**src/rtl/kpd_evq_pkg.sv**
```systemverilog
package kpd_evq_pkg;

    // register map, one word per register
    typedef enum logic [2:0] {
        REG_RIGHT_MAX  = 3'd0,
        REG_UP_MAX     = 3'd1,
        REG_DOWN_MAX   = 3'd2,
        REG_LEFT_MAX   = 3'd3,
        REG_SELECT_MAX = 3'd4,
        REG_MODE_MAX   = 3'd5,
        REG_WHEEL_MAX  = 3'd6,
        REG_INVERT     = 3'd7
    } reg_idx_t;

    // register reset values
    localparam logic [9:0] RST_RIGHT_MAX  = 10'd50;
    localparam logic [9:0] RST_UP_MAX     = 10'd250;
    localparam logic [9:0] RST_DOWN_MAX   = 10'd450;
    localparam logic [9:0] RST_LEFT_MAX   = 10'd650;
    localparam logic [9:0] RST_SELECT_MAX = 10'd850;
    localparam logic [9:0] RST_MODE_MAX   = 10'd250;
    localparam logic [9:0] RST_WHEEL_MAX  = 10'd750;
    localparam logic       RST_INVERT     = 1'b0;

    // event kinds
    localparam logic [3:0] KIND_NONE  = 4'd0;
    localparam logic [3:0] KIND_WHEEL = 4'd8;

    // button bit positions; a button's event kind is its bit position plus one
    localparam int BTN_UP     = 0;
    localparam int BTN_DOWN   = 1;
    localparam int BTN_LEFT   = 2;
    localparam int BTN_RIGHT  = 3;
    localparam int BTN_SELECT = 4;
    localparam int BTN_WHEEL  = 5;
    localparam int BTN_MODE   = 6;
    localparam int NUM_BTNS   = 7;

    // command queue between front and back
    localparam int CMD_FIFO_DEPTH = 2;

    typedef struct packed {
        logic [9:0] right_max;
        logic [9:0] up_max;
        logic [9:0] down_max;
        logic [9:0] left_max;
        logic [9:0] select_max;
        logic [9:0] mode_max;
        logic [9:0] wheel_max;
        logic       invert;
    } cfg_t;

    typedef struct packed {
        logic                pop;
        logic [NUM_BTNS-1:0] pressed;
        logic                wheel_valid;
        logic [7:0]          wheel_amount;
    } cmd_t;

    typedef struct packed {
        logic [3:0] kind;
        logic [7:0] amount;
    } entry_t;

endpackage

```
**src/rtl/keypad_encoder_event_queue.sv**
```systemverilog
// Keypad, push button and rotary encoder event queue.
// Input stream (s_): one transaction per item. s_tuser is the opcode:
// 0 samples both ladder levels and the encoder count, 1 pops the oldest
// event. Output stream (m_): exactly one transaction per input item, in
// order. A sample returns kind none; a pop returns the head event, or kind
// none with amount 0 when the ring is empty. events_pending tells whether
// more events wait after that item.
// In order, a sample passes the front end through accept, reciprocal
// multiply, quotient estimate, one correction step and hand-off; the ring
// sequencer then takes the command, writes one event a cycle (at most
// three), closes and presents the result. A pop passes the front through
// accept and hand-off and the sequencer through take command, registered
// ring read and result. The two-entry command queue lets the front take
// the next item while the sequencer is busy or its result waits.
// Reset (synchronous, aresetn low) empties the ring, clears button and
// encoder history and loads the threshold defaults. If m_tready stays low
// the result holds, the command queue fills and s_tready then drops.
// The user must write thresholds over the APB port only while the block is idle; the block does not enforce it.
module keypad_encoder_event_queue #(
    parameter int QUEUE_DEPTH  = 8,
    parameter int ENCODER_STEP = 4
) (
    input  logic        aclk,
    input  logic        aresetn,
    // input stream
    input  logic        s_tvalid,
    output logic        s_tready,
    input  logic [55:0] s_tdata,  // keypad_level[9:0], button_level[19:10],
                                  // encoder_count[51:20], zero pad [55:52]
    input  logic [0:0]  s_tuser,  // opcode[0]
    // result stream
    output logic        m_tvalid,
    input  logic        m_tready,
    output logic [15:0] m_tdata,  // event_amount[7:0], events_pending[8],
                                  // zero pad [15:9]
    output logic [3:0]  m_tuser,  // event_kind[3:0]
    // configuration
    input  logic        psel,
    input  logic        penable,
    input  logic        pwrite,
    input  logic [4:0]  paddr,
    input  logic [31:0] pwdata,
    output logic [31:0] prdata,
    output logic        pready
);

    kpd_evq_pkg::cfg_t     cfg_reg;
    kpd_evq_pkg::reg_idx_t reg_sel;
    logic                  cfg_wr;

    kpd_evq_pkg::cmd_t     front_cmd, back_cmd;
    logic                  front_valid, front_ready;
    logic                  back_valid, back_ready;
    logic [3:0]            event_kind;
    logic signed [7:0]     event_amount;
    logic                  events_pending;

    assign pready  = 1'b1;
    assign reg_sel = kpd_evq_pkg::reg_idx_t'(paddr[4:2]);
    assign cfg_wr  = psel && penable && pwrite && pready;

    // configuration registers
    always_ff @(posedge aclk) begin
        if (!aresetn) begin
            cfg_reg.right_max  <= kpd_evq_pkg::RST_RIGHT_MAX;
            cfg_reg.up_max     <= kpd_evq_pkg::RST_UP_MAX;
            cfg_reg.down_max   <= kpd_evq_pkg::RST_DOWN_MAX;
            cfg_reg.left_max   <= kpd_evq_pkg::RST_LEFT_MAX;
            cfg_reg.select_max <= kpd_evq_pkg::RST_SELECT_MAX;
            cfg_reg.mode_max   <= kpd_evq_pkg::RST_MODE_MAX;
            cfg_reg.wheel_max  <= kpd_evq_pkg::RST_WHEEL_MAX;
            cfg_reg.invert     <= kpd_evq_pkg::RST_INVERT;
        end else if (cfg_wr) begin
            unique case (reg_sel)
                kpd_evq_pkg::REG_RIGHT_MAX:  cfg_reg.right_max  <= pwdata[9:0];
                kpd_evq_pkg::REG_UP_MAX:     cfg_reg.up_max     <= pwdata[9:0];
                kpd_evq_pkg::REG_DOWN_MAX:   cfg_reg.down_max   <= pwdata[9:0];
                kpd_evq_pkg::REG_LEFT_MAX:   cfg_reg.left_max   <= pwdata[9:0];
                kpd_evq_pkg::REG_SELECT_MAX: cfg_reg.select_max <= pwdata[9:0];
                kpd_evq_pkg::REG_MODE_MAX:   cfg_reg.mode_max   <= pwdata[9:0];
                kpd_evq_pkg::REG_WHEEL_MAX:  cfg_reg.wheel_max  <= pwdata[9:0];
                kpd_evq_pkg::REG_INVERT:     cfg_reg.invert     <= pwdata[0];
            endcase
        end
    end

    // register read-back
    always_comb begin
        unique case (reg_sel)
            kpd_evq_pkg::REG_RIGHT_MAX:  prdata = {22'd0, cfg_reg.right_max};
            kpd_evq_pkg::REG_UP_MAX:     prdata = {22'd0, cfg_reg.up_max};
            kpd_evq_pkg::REG_DOWN_MAX:   prdata = {22'd0, cfg_reg.down_max};
            kpd_evq_pkg::REG_LEFT_MAX:   prdata = {22'd0, cfg_reg.left_max};
            kpd_evq_pkg::REG_SELECT_MAX: prdata = {22'd0, cfg_reg.select_max};
            kpd_evq_pkg::REG_MODE_MAX:   prdata = {22'd0, cfg_reg.mode_max};
            kpd_evq_pkg::REG_WHEEL_MAX:  prdata = {22'd0, cfg_reg.wheel_max};
            kpd_evq_pkg::REG_INVERT:     prdata = {31'd0, cfg_reg.invert};
        endcase
    end

    // classification and encoder division
    kpd_evq_front #(
        .ENCODER_STEP (ENCODER_STEP)
    ) u_front (
        .aclk          (aclk),
        .aresetn       (aresetn),
        .cfg           (cfg_reg),
        .in_valid      (s_tvalid),
        .in_ready      (s_tready),
        .opcode        (s_tuser[0]),
        .keypad_level  (s_tdata[9:0]),
        .button_level  (s_tdata[19:10]),
        .encoder_count (s_tdata[51:20]),
        .cmd_valid     (front_valid),
        .cmd_ready     (front_ready),
        .cmd           (front_cmd)
    );

    // command queue between the two halves
    kpd_evq_fifo u_fifo (
        .aclk      (aclk),
        .aresetn   (aresetn),
        .in_valid  (front_valid),
        .in_ready  (front_ready),
        .in_cmd    (front_cmd),
        .out_valid (back_valid),
        .out_ready (back_ready),
        .out_cmd   (back_cmd)
    );

    // event ring sequencer
    kpd_evq_back #(
        .QUEUE_DEPTH (QUEUE_DEPTH)
    ) u_back (
        .aclk           (aclk),
        .aresetn        (aresetn),
        .cmd_valid      (back_valid),
        .cmd_ready      (back_ready),
        .cmd            (back_cmd),
        .out_valid      (m_tvalid),
        .out_ready      (m_tready),
        .event_kind     (event_kind),
        .event_amount   (event_amount),
        .events_pending (events_pending)
    );

    assign m_tuser = event_kind;
    assign m_tdata = {7'd0, events_pending, event_amount};

endmodule

```
**src/rtl/kpd_evq_ram.sv**
```systemverilog
module kpd_evq_ram #(
    parameter int WIDTH = 12,
    parameter int DEPTH = 8,
    localparam int AW = $clog2(DEPTH)
) (
    input  logic             aclk,
    input  logic             wr_en,
    input  logic [AW-1:0]    wr_addr,
    input  logic [WIDTH-1:0] wr_data,
    input  logic [AW-1:0]    rd_addr,
    output logic [WIDTH-1:0] rd_data
);

    logic [WIDTH-1:0] mem_reg [DEPTH];
    logic [WIDTH-1:0] rd_data_reg;

    // single write port, registered read port
    always_ff @(posedge aclk) begin
        if (wr_en) begin
            mem_reg[wr_addr] <= wr_data;
        end
        rd_data_reg <= mem_reg[rd_addr];
    end

    assign rd_data = rd_data_reg;

endmodule

```
**src/rtl/kpd_evq_fifo.sv**
```systemverilog
module kpd_evq_fifo (
    input  logic                aclk,
    input  logic                aresetn,
    input  logic                in_valid,
    output logic                in_ready,
    input  kpd_evq_pkg::cmd_t   in_cmd,
    output logic                out_valid,
    input  logic                out_ready,
    output kpd_evq_pkg::cmd_t   out_cmd
);

    localparam int DEPTH = kpd_evq_pkg::CMD_FIFO_DEPTH;
    localparam int PW    = $clog2(DEPTH);
    localparam int CW    = $clog2(DEPTH + 1);

    kpd_evq_pkg::cmd_t slot_reg [DEPTH];
    logic [PW-1:0]     wr_ptr_reg, wr_ptr_next;
    logic [PW-1:0]     rd_ptr_reg, rd_ptr_next;
    logic [CW-1:0]     count_reg, count_next;
    logic              push, pop;

    assign in_ready  = (count_reg != CW'(DEPTH));
    assign out_valid = (count_reg != '0);
    assign out_cmd   = slot_reg[rd_ptr_reg];
    assign push      = in_valid && in_ready;
    assign pop       = out_valid && out_ready;

    // pointer and fill count update
    always_comb begin
        wr_ptr_next = wr_ptr_reg;
        rd_ptr_next = rd_ptr_reg;
        count_next  = count_reg;
        if (push) begin
            wr_ptr_next = (wr_ptr_reg == PW'(DEPTH - 1)) ? '0 : wr_ptr_reg + 1'b1;
        end
        if (pop) begin
            rd_ptr_next = (rd_ptr_reg == PW'(DEPTH - 1)) ? '0 : rd_ptr_reg + 1'b1;
        end
        if (push && !pop) begin
            count_next = count_reg + 1'b1;
        end else if (pop && !push) begin
            count_next = count_reg - 1'b1;
        end
    end

    always_ff @(posedge aclk) begin
        if (!aresetn) begin
            wr_ptr_reg <= '0;
            rd_ptr_reg <= '0;
            count_reg  <= '0;
        end else begin
            wr_ptr_reg <= wr_ptr_next;
            rd_ptr_reg <= rd_ptr_next;
            count_reg  <= count_next;
        end
    end

    // command storage
    always_ff @(posedge aclk) begin
        if (push) begin
            slot_reg[wr_ptr_reg] <= in_cmd;
        end
    end

endmodule

```
**src/rtl/kpd_evq_front.sv**
```systemverilog
module kpd_evq_front #(
    parameter int ENCODER_STEP = 4
) (
    input  logic               aclk,
    input  logic               aresetn,
    input  kpd_evq_pkg::cfg_t  cfg,
    input  logic               in_valid,
    output logic               in_ready,
    input  logic               opcode,
    input  logic [9:0]         keypad_level,
    input  logic [9:0]         button_level,
    input  logic signed [31:0] encoder_count,
    output logic               cmd_valid,
    input  logic               cmd_ready,
    output kpd_evq_pkg::cmd_t  cmd
);

    localparam int NB = kpd_evq_pkg::NUM_BTNS;
    // reciprocal of the step scaled by 2^SH; the quotient it gives is at most one low
    localparam int SH = 32 + $clog2(ENCODER_STEP);
    localparam logic [32:0] RECIP   = 33'((64'd1 << SH) / 64'(ENCODER_STEP));
    localparam logic [31:0] DIVISOR = 32'(ENCODER_STEP);

    typedef enum logic [2:0] {
        F_IDLE,
        F_MUL,
        F_EST,
        F_FIX,
        F_PUSH
    } fstate_t;

    fstate_t       state_reg, state_next;
    logic          pop_reg, pop_next;
    logic [NB-1:0] pressed_reg, pressed_next;
    logic [NB-1:0] last_btn_reg, last_btn_next;
    logic [31:0]   last_pos_reg, last_pos_next;
    logic [31:0]   div_reg, div_next;
    logic [64:0]   prod_reg, prod_next;
    logic [31:0]   quot_reg, quot_next;
    logic          neg_reg, neg_next;

    logic [NB-1:0] now_btn;
    logic [31:0]   magnitude;
    logic [31:0]   quot_est;
    logic [31:0]   remainder;
    logic [31:0]   pos;
    logic          accept;

    // ladder classification, thresholds tried in register order, first match wins
    always_comb begin
        now_btn = '0;
        priority if (keypad_level <= cfg.right_max) begin
            now_btn[kpd_evq_pkg::BTN_RIGHT] = 1'b1;
        end else if (keypad_level <= cfg.up_max) begin
            now_btn[kpd_evq_pkg::BTN_UP] = 1'b1;
        end else if (keypad_level <= cfg.down_max) begin
            now_btn[kpd_evq_pkg::BTN_DOWN] = 1'b1;
        end else if (keypad_level <= cfg.left_max) begin
            now_btn[kpd_evq_pkg::BTN_LEFT] = 1'b1;
        end else if (keypad_level <= cfg.select_max) begin
            now_btn[kpd_evq_pkg::BTN_SELECT] = 1'b1;
        end else begin
            // level above every threshold: no key
        end
        priority if (button_level <= cfg.mode_max) begin
            now_btn[kpd_evq_pkg::BTN_MODE] = 1'b1;
        end else if (button_level <= cfg.wheel_max) begin
            now_btn[kpd_evq_pkg::BTN_WHEEL] = 1'b1;
        end else begin
            // level above both thresholds: no button
        end
    end

    assign magnitude = encoder_count[31] ? 32'd0 - encoder_count : encoder_count;

    // quotient estimate from the scaled product, and the remainder it leaves
    assign quot_est  = 32'(prod_reg >> SH);
    assign remainder = div_reg - quot_reg * DIVISOR;

    // truncated quotient with the sign restored
    assign pos = neg_reg ? 32'd0 - quot_reg : quot_reg;

    assign in_ready  = (state_reg == F_IDLE);
    assign accept    = in_valid && in_ready;
    assign cmd_valid = (state_reg == F_PUSH);

    // command towards the ring sequencer
    always_comb begin
        cmd.pop          = pop_reg;
        cmd.pressed      = pressed_reg;
        cmd.wheel_valid  = !pop_reg && (pos != last_pos_reg);
        cmd.wheel_amount = cfg.invert ? last_pos_reg[7:0] - pos[7:0]
                                      : pos[7:0] - last_pos_reg[7:0];
    end

    always_comb begin
        state_next    = state_reg;
        pop_next      = pop_reg;
        pressed_next  = pressed_reg;
        last_btn_next = last_btn_reg;
        last_pos_next = last_pos_reg;
        div_next      = div_reg;
        prod_next     = prod_reg;
        quot_next     = quot_reg;
        neg_next      = neg_reg;
        unique case (state_reg)
            F_IDLE: begin
                if (accept) begin
                    pop_next = opcode;
                    if (opcode) begin
                        state_next = F_PUSH;
                    end else begin
                        pressed_next  = now_btn & ~last_btn_reg;
                        last_btn_next = now_btn;
                        div_next      = magnitude;
                        neg_next      = encoder_count[31];
                        state_next    = F_MUL;
                    end
                end
            end
            F_MUL: begin
                prod_next  = {33'd0, div_reg} * {32'd0, RECIP};
                state_next = F_EST;
            end
            F_EST: begin
                quot_next  = quot_est;
                state_next = F_FIX;
            end
            F_FIX: begin
                if (remainder >= DIVISOR) begin
                    quot_next = quot_reg + 1'b1;
                end
                state_next = F_PUSH;
            end
            F_PUSH: begin
                if (cmd_ready) begin
                    if (cmd.wheel_valid) begin
                        last_pos_next = pos;
                    end
                    state_next = F_IDLE;
                end
            end
            default: state_next = F_IDLE;
        endcase
    end

    always_ff @(posedge aclk) begin
        if (!aresetn) begin
            state_reg    <= F_IDLE;
            last_btn_reg <= '0;
            last_pos_reg <= '0;
        end else begin
            state_reg    <= state_next;
            last_btn_reg <= last_btn_next;
            last_pos_reg <= last_pos_next;
        end
        pop_reg     <= pop_next;
        pressed_reg <= pressed_next;
        div_reg     <= div_next;
        prod_reg    <= prod_next;
        quot_reg    <= quot_next;
        neg_reg     <= neg_next;
    end

endmodule

```
**src/rtl/kpd_evq_back.sv**
```systemverilog
module kpd_evq_back #(
    parameter int QUEUE_DEPTH = 8
) (
    input  logic              aclk,
    input  logic              aresetn,
    input  logic              cmd_valid,
    output logic              cmd_ready,
    input  kpd_evq_pkg::cmd_t cmd,
    output logic              out_valid,
    input  logic              out_ready,
    output logic [3:0]        event_kind,
    output logic signed [7:0] event_amount,
    output logic              events_pending
);

    localparam int IW = $clog2(QUEUE_DEPTH);
    localparam int NB = kpd_evq_pkg::NUM_BTNS;

    typedef enum logic [1:0] {
        ST_IDLE,
        ST_EXEC,
        ST_POP,
        ST_OUT
    } state_t;

    state_t        state_reg, state_next;
    logic [IW-1:0] head_reg, head_next;
    logic [IW-1:0] tail_reg, tail_next;
    logic          empty_reg, empty_next;
    logic [3:0]    tail_kind_reg, tail_kind_next;
    logic [7:0]    tail_amt_reg, tail_amt_next;
    logic [NB-1:0] mask_reg, mask_next;
    logic          wheel_reg, wheel_next;
    logic [7:0]    wheel_amt_reg, wheel_amt_next;
    logic [3:0]    out_kind_reg, out_kind_next;
    logic [7:0]    out_amt_reg, out_amt_next;
    logic          out_pend_reg, out_pend_next;

    kpd_evq_pkg::entry_t ram_wdata, ram_rdata;
    logic                ram_we;
    logic [IW-1:0]       ram_waddr;

    logic [3:0]    btn_kind;
    logic [NB-1:0] btn_bit;
    logic          btn_found;
    logic          enq_do;
    logic [3:0]    enq_kind;
    logic [7:0]    enq_amt;
    logic [IW-1:0] tail_inc, head_inc;
    logic          ring_full;

    kpd_evq_ram #(
        .WIDTH ($bits(kpd_evq_pkg::entry_t)),
        .DEPTH (QUEUE_DEPTH)
    ) u_ring (
        .aclk    (aclk),
        .wr_en   (ram_we),
        .wr_addr (ram_waddr),
        .wr_data (ram_wdata),
        .rd_addr (head_reg),
        .rd_data (ram_rdata)
    );

    assign tail_inc  = (tail_reg == IW'(QUEUE_DEPTH - 1)) ? '0 : tail_reg + 1'b1;
    assign head_inc  = (head_reg == IW'(QUEUE_DEPTH - 1)) ? '0 : head_reg + 1'b1;
    assign ring_full = (tail_inc == head_reg);

    // lowest pending button in queue order
    always_comb begin
        btn_kind  = kpd_evq_pkg::KIND_NONE;
        btn_bit   = '0;
        btn_found = 1'b0;
        for (int b = 0; b < NB; b++) begin
            if (mask_reg[b] && !btn_found) begin
                btn_found  = 1'b1;
                btn_kind   = 4'(b + 1);
                btn_bit[b] = 1'b1;
            end
        end
    end

    // event for this cycle: buttons first, then the wheel
    assign enq_do   = (state_reg == ST_EXEC) && (btn_found || wheel_reg);
    assign enq_kind = btn_found ? btn_kind : kpd_evq_pkg::KIND_WHEEL;
    assign enq_amt  = btn_found ? 8'd1 : wheel_amt_reg;

    always_comb begin
        state_next     = state_reg;
        head_next      = head_reg;
        tail_next      = tail_reg;
        empty_next     = empty_reg;
        tail_kind_next = tail_kind_reg;
        tail_amt_next  = tail_amt_reg;
        mask_next      = mask_reg;
        wheel_next     = wheel_reg;
        wheel_amt_next = wheel_amt_reg;
        out_kind_next  = out_kind_reg;
        out_amt_next   = out_amt_reg;
        out_pend_next  = out_pend_reg;
        ram_we         = 1'b0;
        ram_waddr      = tail_reg;
        ram_wdata      = '0;
        cmd_ready      = 1'b0;

        // ring insert: merge into tail, or take the next entry, or drop when full
        if (enq_do && !ring_full) begin
            ram_we = 1'b1;
            if (!empty_reg && (tail_kind_reg == enq_kind)) begin
                tail_amt_next = tail_amt_reg + enq_amt;
                ram_waddr     = tail_reg;
                ram_wdata     = '{kind: tail_kind_reg, amount: tail_amt_reg + enq_amt};
            end else begin
                ram_waddr      = empty_reg ? tail_reg : tail_inc;
                ram_wdata      = '{kind: enq_kind, amount: enq_amt};
                tail_next      = ram_waddr;
                tail_kind_next = enq_kind;
                tail_amt_next  = enq_amt;
                empty_next     = 1'b0;
            end
        end

        unique case (state_reg)
            ST_IDLE: begin
                cmd_ready = 1'b1;
                if (cmd_valid) begin
                    if (cmd.pop) begin
                        state_next = ST_POP;
                    end else begin
                        mask_next      = cmd.pressed;
                        wheel_next     = cmd.wheel_valid;
                        wheel_amt_next = cmd.wheel_amount;
                        state_next     = ST_EXEC;
                    end
                end
            end
            ST_EXEC: begin
                if (btn_found) begin
                    mask_next = mask_reg & ~btn_bit;
                end else if (wheel_reg) begin
                    wheel_next = 1'b0;
                end else begin
                    out_kind_next = kpd_evq_pkg::KIND_NONE;
                    out_amt_next  = '0;
                    out_pend_next = !empty_reg;
                    state_next    = ST_OUT;
                end
            end
            ST_POP: begin
                if (!empty_reg) begin
                    out_kind_next = ram_rdata.kind;
                    out_amt_next  = ram_rdata.amount;
                    out_pend_next = (head_reg != tail_reg);
                    if (head_reg == tail_reg) begin
                        empty_next = 1'b1;
                    end else begin
                        head_next = head_inc;
                    end
                end else begin
                    out_kind_next = kpd_evq_pkg::KIND_NONE;
                    out_amt_next  = '0;
                    out_pend_next = 1'b0;
                end
                state_next = ST_OUT;
            end
            ST_OUT: begin
                if (out_ready) begin
                    state_next = ST_IDLE;
                end
            end
            default: state_next = ST_IDLE;
        endcase
    end

    // sequencer state, ring pointers and result register
    always_ff @(posedge aclk) begin
        if (!aresetn) begin
            state_reg <= ST_IDLE;
            head_reg  <= '0;
            tail_reg  <= '0;
            empty_reg <= 1'b1;
        end else begin
            state_reg <= state_next;
            head_reg  <= head_next;
            tail_reg  <= tail_next;
            empty_reg <= empty_next;
        end
        tail_kind_reg <= tail_kind_next;
        tail_amt_reg  <= tail_amt_next;
        mask_reg      <= mask_next;
        wheel_reg     <= wheel_next;
        wheel_amt_reg <= wheel_amt_next;
        out_kind_reg  <= out_kind_next;
        out_amt_reg   <= out_amt_next;
        out_pend_reg  <= out_pend_next;
    end

    assign out_valid      = (state_reg == ST_OUT);
    assign event_kind     = out_kind_reg;
    assign event_amount   = out_amt_reg;
    assign events_pending = out_pend_reg;

endmodule

```
**config.mk**
```make
export PLATFORM = sky130hd
export DESIGN_NAME = keypad_encoder_event_queue
export DESIGN_NICKNAME = d
export VERILOG_FILES = /design/src/rtl/kpd_evq_pkg.sv /design/src/rtl/keypad_encoder_event_queue.sv /design/src/rtl/kpd_evq_ram.sv /design/src/rtl/kpd_evq_fifo.sv /design/src/rtl/kpd_evq_front.sv /design/src/rtl/kpd_evq_back.sv
export SDC_FILE = /design/constraint.sdc
export NUM_CORES = 1
export LEC_CHECK = 0
export ABC_AREA = 1
export BUFFER_PORTS_ARGS = -buffer_cell sky130_fd_sc_hd__buf_2
export CAP_MARGIN = 20
export CORE_MARGIN = 3
export CORE_UTILIZATION = 39
export CTS_CLUSTER_DIAMETER = 50
export DETAILED_ROUTE_END_ITERATION = 7
export GPL_ROUTABILITY_DRIVEN = 0
export HOLD_SLACK_MARGIN = 0.05
export RECOVER_POWER = 50
export SLEW_MARGIN = 25
export SYNTH_ARGS = -nofsm -noshare
export SYNTH_HDL_FRONTEND = slang
export SYNTH_HIERARCHICAL = 1
export SYNTH_SLANG_ARGS = --single-unit
```
**constraint.sdc**
```tcl
create_clock -name aclk -period 7.3 [get_ports aclk]
set_input_delay 1.46 -clock aclk [delete_from_list [all_inputs] [get_ports aclk]]
set_output_delay 1.46 -clock aclk [all_outputs]
set_load 0.005 [all_outputs]
```
==> results of run 1 <==
## report_power, final
group | internal (uW) | leakage, uW | switching [uW]
clock | 1660 | 0.000912 | 1080
combinational | 442 | 0.00840 | 902
sequential | 2790 | 0.00354 | 132
total | 4890 | 0.0129 | 2120
## layout make-up
cell class	count	share of cell area
diodes	1	0.0000907
clock buffers	67	0.0542
clock inverters	39	0.0147
inverters	467	0.0637
multi-input cells	2155	0.412
flip-flops and latches	411	0.397
well taps	837	0.0380
repair buffers	112	0.0209
## layout by cell type (no fill, tap or decap), types with 6 or more instances in the layout
cell / count
sky130_fd_sc_hd__clkinv_1: 28
sky130_fd_sc_hd__clkbuf_1: 18
sky130_fd_sc_hd__a211oi_1: 6
sky130_fd_sc_hd__a31oi_1: 8
sky130_fd_sc_hd__xnor2_1: 33
sky130_fd_sc_hd__xor2_1: 49
sky130_fd_sc_hd__o31ai_1: 13
sky130_fd_sc_hd__ha_1: 133
sky130_fd_sc_hd__dfxtp_1: 139
sky130_fd_sc_hd__clkbuf_16: 58
sky130_fd_sc_hd__o21bai_1: 7
sky130_fd_sc_hd__mux2_2: 7
sky130_fd_sc_hd__nor4_1: 10
sky130_fd_sc_hd__nor2_2: 21
sky130_fd_sc_hd__nand4_1: 78
sky130_fd_sc_hd__nand2_2: 19
sky130_fd_sc_hd__nor2_4: 9
sky130_fd_sc_hd__conb_1: 30
sky130_fd_sc_hd__inv_2: 29
sky130_fd_sc_hd__nand3b_1: 9
sky130_fd_sc_hd__buf_2: 91
sky130_fd_sc_hd__clkinv_2: 9
sky130_fd_sc_hd__nor2_1: 364
sky130_fd_sc_hd__edfxtp_1: 272
sky130_fd_sc_hd__o211ai_1: 11
sky130_fd_sc_hd__o21ai_0: 117
sky130_fd_sc_hd__buf_4: 11
sky130_fd_sc_hd__nand3_1: 247
sky130_fd_sc_hd__a21oi_1: 104
sky130_fd_sc_hd__o21ai_1: 15
sky130_fd_sc_hd__clkinvlp_4: 8
sky130_fd_sc_hd__inv_1: 412
sky130_fd_sc_hd__mux2_1: 10
sky130_fd_sc_hd__nor3_1: 37
sky130_fd_sc_hd__nand2_1: 774
## cell families after synthesis
group / after synthesis / share of synthesized area
flops: 411 / 0.442
buf+inv: 585 / 0.102
simple gates: 1587 / 0.279
compound gates: 301 / 0.0682
fa+ha+maj: 137 / 0.0704
other cells: 2 / 0.000303
mux: 18 / 0.00964
xor+xnor: 82 / 0.0290
## per-layer routing
| layer | vias up | GRT usage | wire [um] |
|---|---|---|---|
| met2 | 413 | 0.296 | 27900 |
| met3 | 118 | 0.0227 | 2770 |
| li1 | 10300 | - | - |
| met4 | 0 | 0.0581 | 1670 |
| met1 | 8908 | 0.238 | 27600 |
| met5 | - | 0 | 0 |
## metrics by stage
stage               worst slack, ns  utilization  total power (uW)
floorplan                      3.70            -              3980
global placement               2.96        0.414              4330
detailed placement             2.96        0.414              4340
CTS                            2.95        0.445              7120
global route                   1.59        0.443              7400
finish                         2.15        0.443              7010
## worst max path at each step
stage               slack, ns                     endpoint          startpoint
finish                   2.15  u_back/u_ring/mem_reg[6][3]  u_back/head_reg[0]
global route             1.59  u_back/u_ring/mem_reg[6][7]  u_back/head_reg[0]
CTS                      2.95                    prdata[2]            paddr[2]
detailed placement       2.96                    prdata[2]            paddr[2]
global placement         2.96                    prdata[1]            paddr[2]
floorplan                3.70                    prdata[1]            paddr[2]
## worst max-delay path, stage by stage (launching register included)
cell	delay [ns]
sky130_fd_sc_hd__dfxtp_1	0.30
sky130_fd_sc_hd__clkbuf_1	1.79
sky130_fd_sc_hd__inv_1	0.20
sky130_fd_sc_hd__nand2_1	0.17
sky130_fd_sc_hd__nand4_1	0.16
sky130_fd_sc_hd__nand3_1	0.56
sky130_fd_sc_hd__nor2_1	0.19
sky130_fd_sc_hd__nand2_1	0.17
sky130_fd_sc_hd__nand2_1	0.07
sky130_fd_sc_hd__nand2_1	0.09
sky130_fd_sc_hd__inv_1	0.06
sky130_fd_sc_hd__inv_1	0.05
sky130_fd_sc_hd__nand2_1	0.10
sky130_fd_sc_hd__nor2_1	0.63
sky130_fd_sc_hd__buf_4	0.31
==> flow_summary_export.csv, run 1 <==
group,metric,value,unit
yosys,netlist_instances,3123,
yosys,top_cell_types_by_occurrence_after_synthesis,"773 x sky130_fd_sc_hd__nand2_1, 410 x sky130_fd_sc_hd__inv_1, 366 x sky130_fd_sc_hd__nor2_1",
worst_setup_path,worstReg2RegEnd,"u_back/u_ring/mem_reg[6][3]",
global_route,initial_antenna_violation_count,2,
cells_and_area,finish.cell_count_without_fillers,4089,
cts,max-clock-path-buffers,3,
yosys,post_synth_instance_area,24800,sq um
global_route,grt_start_max_net_pins,80,
placement,total_cell_area_at_the_placement_stage,25800,sq um
sta,post-route-period-util,0.706,
cells_and_area,finish.instance_area,27600,sq um
drt,dr_total_vias,19800,
worst_setup_path,r2r_setup_slack,2.15,ns
die,io_pins,156,
cells_and_area,finish.net_count,3441,
drt,routed_via_density,4.83,
sta,setup_viol_count_final,0,
sta,grt_setup_unrepaired,"no",
worst_setup_path,critical_path.startpoint_type,"register",
cells_and_area,multi_input_area,11400,sq um
cells_and_area,max_ffs_per_register,96,
min_path,worst_hold_path.num_cells,0,
yosys,cell_with_the_most_instances_after_synthesis,"sky130_fd_sc_hd__nand2_1",
sta,hold_violations,0,
min_path,min_to,"u_fifo/slot_reg[0][15]",
cells_and_area,seq_area,11000,sq um
cts,tritoncts_num_sinks,411,
yosys,synth.ff_latch_count,411,
min_path,worst_hold_path_type,"reg2reg",
sta,tns,0,ns
min_path,hp-start,"u_front/pressed_reg[6]",
cts,clock_insertion_delay_worst_skew,0.61,ns
worst_setup_path,critPathMaxFanout,54,
placement,port_buffers,97,
worst_setup_path,regToRegStartpoint,"u_back/head_reg[0]",
die,x_dimension_of_the_die,258,um
die,num_rows,91,
cts,cts_tree,"yes",
yosys,synth_edf_count,272,
worst_setup_path,cp_data_required_time,7.59,ns
sta,fmax,194,MHz
die,floorplan.core_area,62300,sq um
sta,tightestPinTransition,2.55,ns
cells_and_area,area_delta_synth_final,11.3,%
yosys,yosys-top-cells-area,"sky130_fd_sc_hd__edfxtp_1 33%, sky130_fd_sc_hd__nand2_1 12%, sky130_fd_sc_hd__dfxtp_1 11%",
cts,cts_post_setup_buffers_inserted,0,
sta,finalMaxSlewViolations,317,
yosys,synthDominantCellAreaShare,0.329,
die,starting_density_of_the_core,0.398,
drt,first_pass_iters,7,
placement,dp_hpwl,43100,um
worst_setup_path,timing.reg2reg.worst_path_depth,14,
cts,post_cts_resize_count,0,
sta,clock_period_minus_final_worst_setup_slack,5.15,ns
placement,dp_cell_count,3982,
drt,detail_route.wl_per_cell,14.6,um
power,peakVddDrop,170,uV
yosys,async_reset_ff_frac,0,
power,p_per_area,254,nW/um^2
sta,slew_headroom,-0.699,
yosys,synthFlopType,"sky130_fd_sc_hd__edfxtp_1",
cells_and_area,num-fill-cells,6281,
status,status,"finished, violations left",
sta,finalHoldWorstSlack,0.445,ns
yosys,cell_type_with_the_largest_total_area_after_synthesis,"sky130_fd_sc_hd__edfxtp_1",
status,violations_in_the_final_reports,"max-capacitance violations, max-slew violations",
die,fp.dieH,258,um
cts,clock_root_cell,"sky130_fd_sc_hd__clkbuf_16",
cts,clk_pin_slew,0.06,ns
cts,htree_levels,2,
cts,numCtsBuffers,56,
global_route,grt_usage,0.177,
worst_setup_path,worstSetupEndpointType,"register",
drt,antenna_left,0,
yosys,ys_types,54,
yosys,ys_seq_area_frac,0.442,
cells_and_area,layout-drive-gt1-share,0.0926,
drt,first_iter_violations,1328,
yosys,ys.warnings.count,6,
drt,number_of_design_rule_violations_left_after_detail_routing,0,
worst_setup_path,timing.critical_path.arrival,5.45,ns
global_route,first_global_vias,18500,
drt,routed_wire_length,59900,um
global_route,global_route.overflow_total,0,
cts,postCtsHoldBufs,0,
worst_setup_path,crit_path_kind,"reg2reg",
global_route,first_pass_grt_wire_length,96000,um
sta,fin_worst_skew,0.0366,ns
die,floorplan.die_area,66600,sq um
power,leakage,0.0129,uW
flow_run,max_cap_violations,8,
yosys,syn_area_per_cell,7.94,sq um
No activity file was read; power rests on OpenSTA's default activity.
==> run 2: changes to the inputs <==
==> constraint.sdc (replaced) <==
create_clock -name aclk -period 5.4 [get_ports aclk]
set_input_delay 1.08 -clock aclk [delete_from_list [all_inputs] [get_ports aclk]]
set_output_delay 1.08 -clock aclk [all_outputs]
set_load 0.005 [all_outputs]
==> flow_summary_export.csv, run 2 (same netlist as run 1, synthesis figures left out) <==
group,metric,value,unit
status,violations_in_the_final_reports,"max-capacitance violations, max-slew violations",
die,io_pins,156,
sta,grt_setup_unrepaired,"no",
sta,finalMaxSlewViolations,238,
cells_and_area,num-fill-cells,6249,
cells_and_area,final_cell_mix,"774 x sky130_fd_sc_hd__nand2_1, 411 x sky130_fd_sc_hd__inv_1, 366 x sky130_fd_sc_hd__nor2_1",
global_route,first_global_vias,18700,
worst_setup_path,worstSetupEndpointType,"register",
die,x_dimension_of_the_die,258,um
cts,max-clock-path-buffers,3,
sta,tns,0,ns
worst_setup_path,critical_path.startpoint_type,"register",
drt,antenna_left,0,
global_route,grt_usage,0.179,
placement,total_cell_area_at_the_placement_stage,25800,sq um
cts,clock_root_cell,"sky130_fd_sc_hd__clkbuf_16",
worst_setup_path,crit_path_kind,"reg2reg",
sta,post-route-period-util,0.772,
cts,tritoncts_num_sinks,411,
global_route,first_pass_grt_wire_length,96800,um
die,fp.dieH,258,um
placement,dp_hpwl,43100,um
cts,clock_insertion_delay_worst_skew,0.64,ns
die,floorplan.core_area,62300,sq um
drt,first_pass_iters,5,
cts,htree_levels,2,
sta,clock_period_minus_final_worst_setup_slack,4.17,ns
worst_setup_path,critical_path.most_common_cell,"sky130_fd_sc_hd__nand2_1",
cts,numCtsBuffers,60,
global_route,initial_antenna_violation_count,1,
worst_setup_path,timing.critical_path.arrival,4.37,ns
sta,hold_violations,0,
min_path,worst_hold_path_type,"reg2reg",
drt,routed_wire_length,60400,um
die,floorplan.die_area,66600,sq um
power,p_per_area,348,nW/um^2
cts,post_cts_resize_count,0,
power,total_power,9650,uW
cts,cts_post_setup_buffers_inserted,0,
die,num_rows,91,
cts,cts_tree,"yes",
sta,fmax,240,MHz
cts,clk_pin_slew,0.05,ns
worst_setup_path,crit_path_top_delay_cell,"sky130_fd_sc_hd__clkbuf_1",
status,status,"finished, violations left",
worst_setup_path,timing.critical_path.cells,"clkbuf_1, xnor2_1, nand4_1, nand3_2, nor2_1, nand2_1, nand2_1, nand2_1, inv_1, nand2_1, nor2_2",
sta,worst_slack,1.23,ns
cells_and_area,layout.core_utilization,0.445,
power,leakage,0.0129,uW
sta,setup_viol_count_final,0,
cells_and_area,layout-drive-gt1-share,0.0923,
placement,detailedPlace.worstSlack,1.62,ns
worst_setup_path,critPathMaxFanout,29,
sta,fin_worst_skew,0.0619,ns
drt,detail_route.wl_per_cell,14.7,um
die,starting_density_of_the_core,0.398,
cells_and_area,multi_input_area,11400,sq um
global_route,global_route.overflow_total,0,
cells_and_area,final_common_cell,"sky130_fd_sc_hd__nand2_1",
drt,first_iter_violations,1214,
worst_setup_path,cp_data_required_time,5.60,ns
drt,routed_via_density,4.82,
sta,slew_headroom,-1.26,
drt,number_of_design_rule_violations_left_after_detail_routing,0,
cts,postCtsHoldBufs,0,
cells_and_area,finish.net_count,3447,
cells_and_area,max_ffs_per_register,96,
flow_run,max_cap_violations,6,
global_route,grt_start_max_net_pins,75,
power,peakVddDrop,287,uV
placement,port_buffers,97,
worst_setup_path,slowest_delay,1.22,ns
cells_and_area,finish.instance_area,27700,sq um
sta,tightestPinTransition,3.39,ns
cells_and_area,area_delta_synth_final,11.8,%
cells_and_area,seq_area,11000,sq um
drt,dr_total_vias,19800,
run 2: final cells by class:
class,count,area share
well taps,837,0.0378
diodes,2,0.000181
multi-input cells,2155,0.410
clock buffers,75,0.0581
clock inverters,38,0.0148
inverters,467,0.0635
repair buffers,114,0.0209
flip-flops and latches,411,0.395
run 2: stage by stage:
| step | hold slack, ns | instances |
|---|---|---|
| floorplan | 0.421 | 3151 |
| global placement | 0.424 | 3984 |
| detailed placement | 0.433 | 3984 |
| CTS | 0.446 | 4097 |
| global route | 0.449 | 4098 |
| finish | 0.446 | 4099 |
run 2: power breakdown:
group	internal (uW)	leakage [uW]	switching, uW
combinational	600	0.00839	1220
sequential	3770	0.00354	181
clock	2370	0.000956	1510
total	6740	0.0129	2910
run 2: metal layers:
layer / global-route usage / up-vias / wire, um
met1: 0.237 / 8896 / 27600
met2: 0.300 / 439 / 28100
met5: 0 / - / 0
met4: 0.0568 / 0 / 1570
li1: - / 10300 / -
met3: 0.0279 / 109 / 3060
run 2: worst max-delay path: cells and delay by family, from the launching register on:
kind	cells	cell delay, ns
AND/OR/NAND/NOR	8	2.01
flip-flops	1	0.30
XOR/XNOR	1	0.17
buffers and inverters	2	1.30
run 2: final timing paths:
| check | endpoint | depth (start not counted) | start | slack (ns) |
|---|---|---|---|---|
| setup / recovery | u_back/u_ring/mem_reg[1][10] | 11 | u_back/head_reg[1] | 1.23 |
| hold / removal | u_fifo/slot_reg[1][15] | 0 | u_front/pressed_reg[6] | 0.45 |
| setup reg to reg | u_back/u_ring/mem_reg[1][10] | 11 | u_back/head_reg[1] | 1.23 |
| hold reg to reg | u_fifo/slot_reg[1][15] | 0 | u_front/pressed_reg[6] | 0.45 |
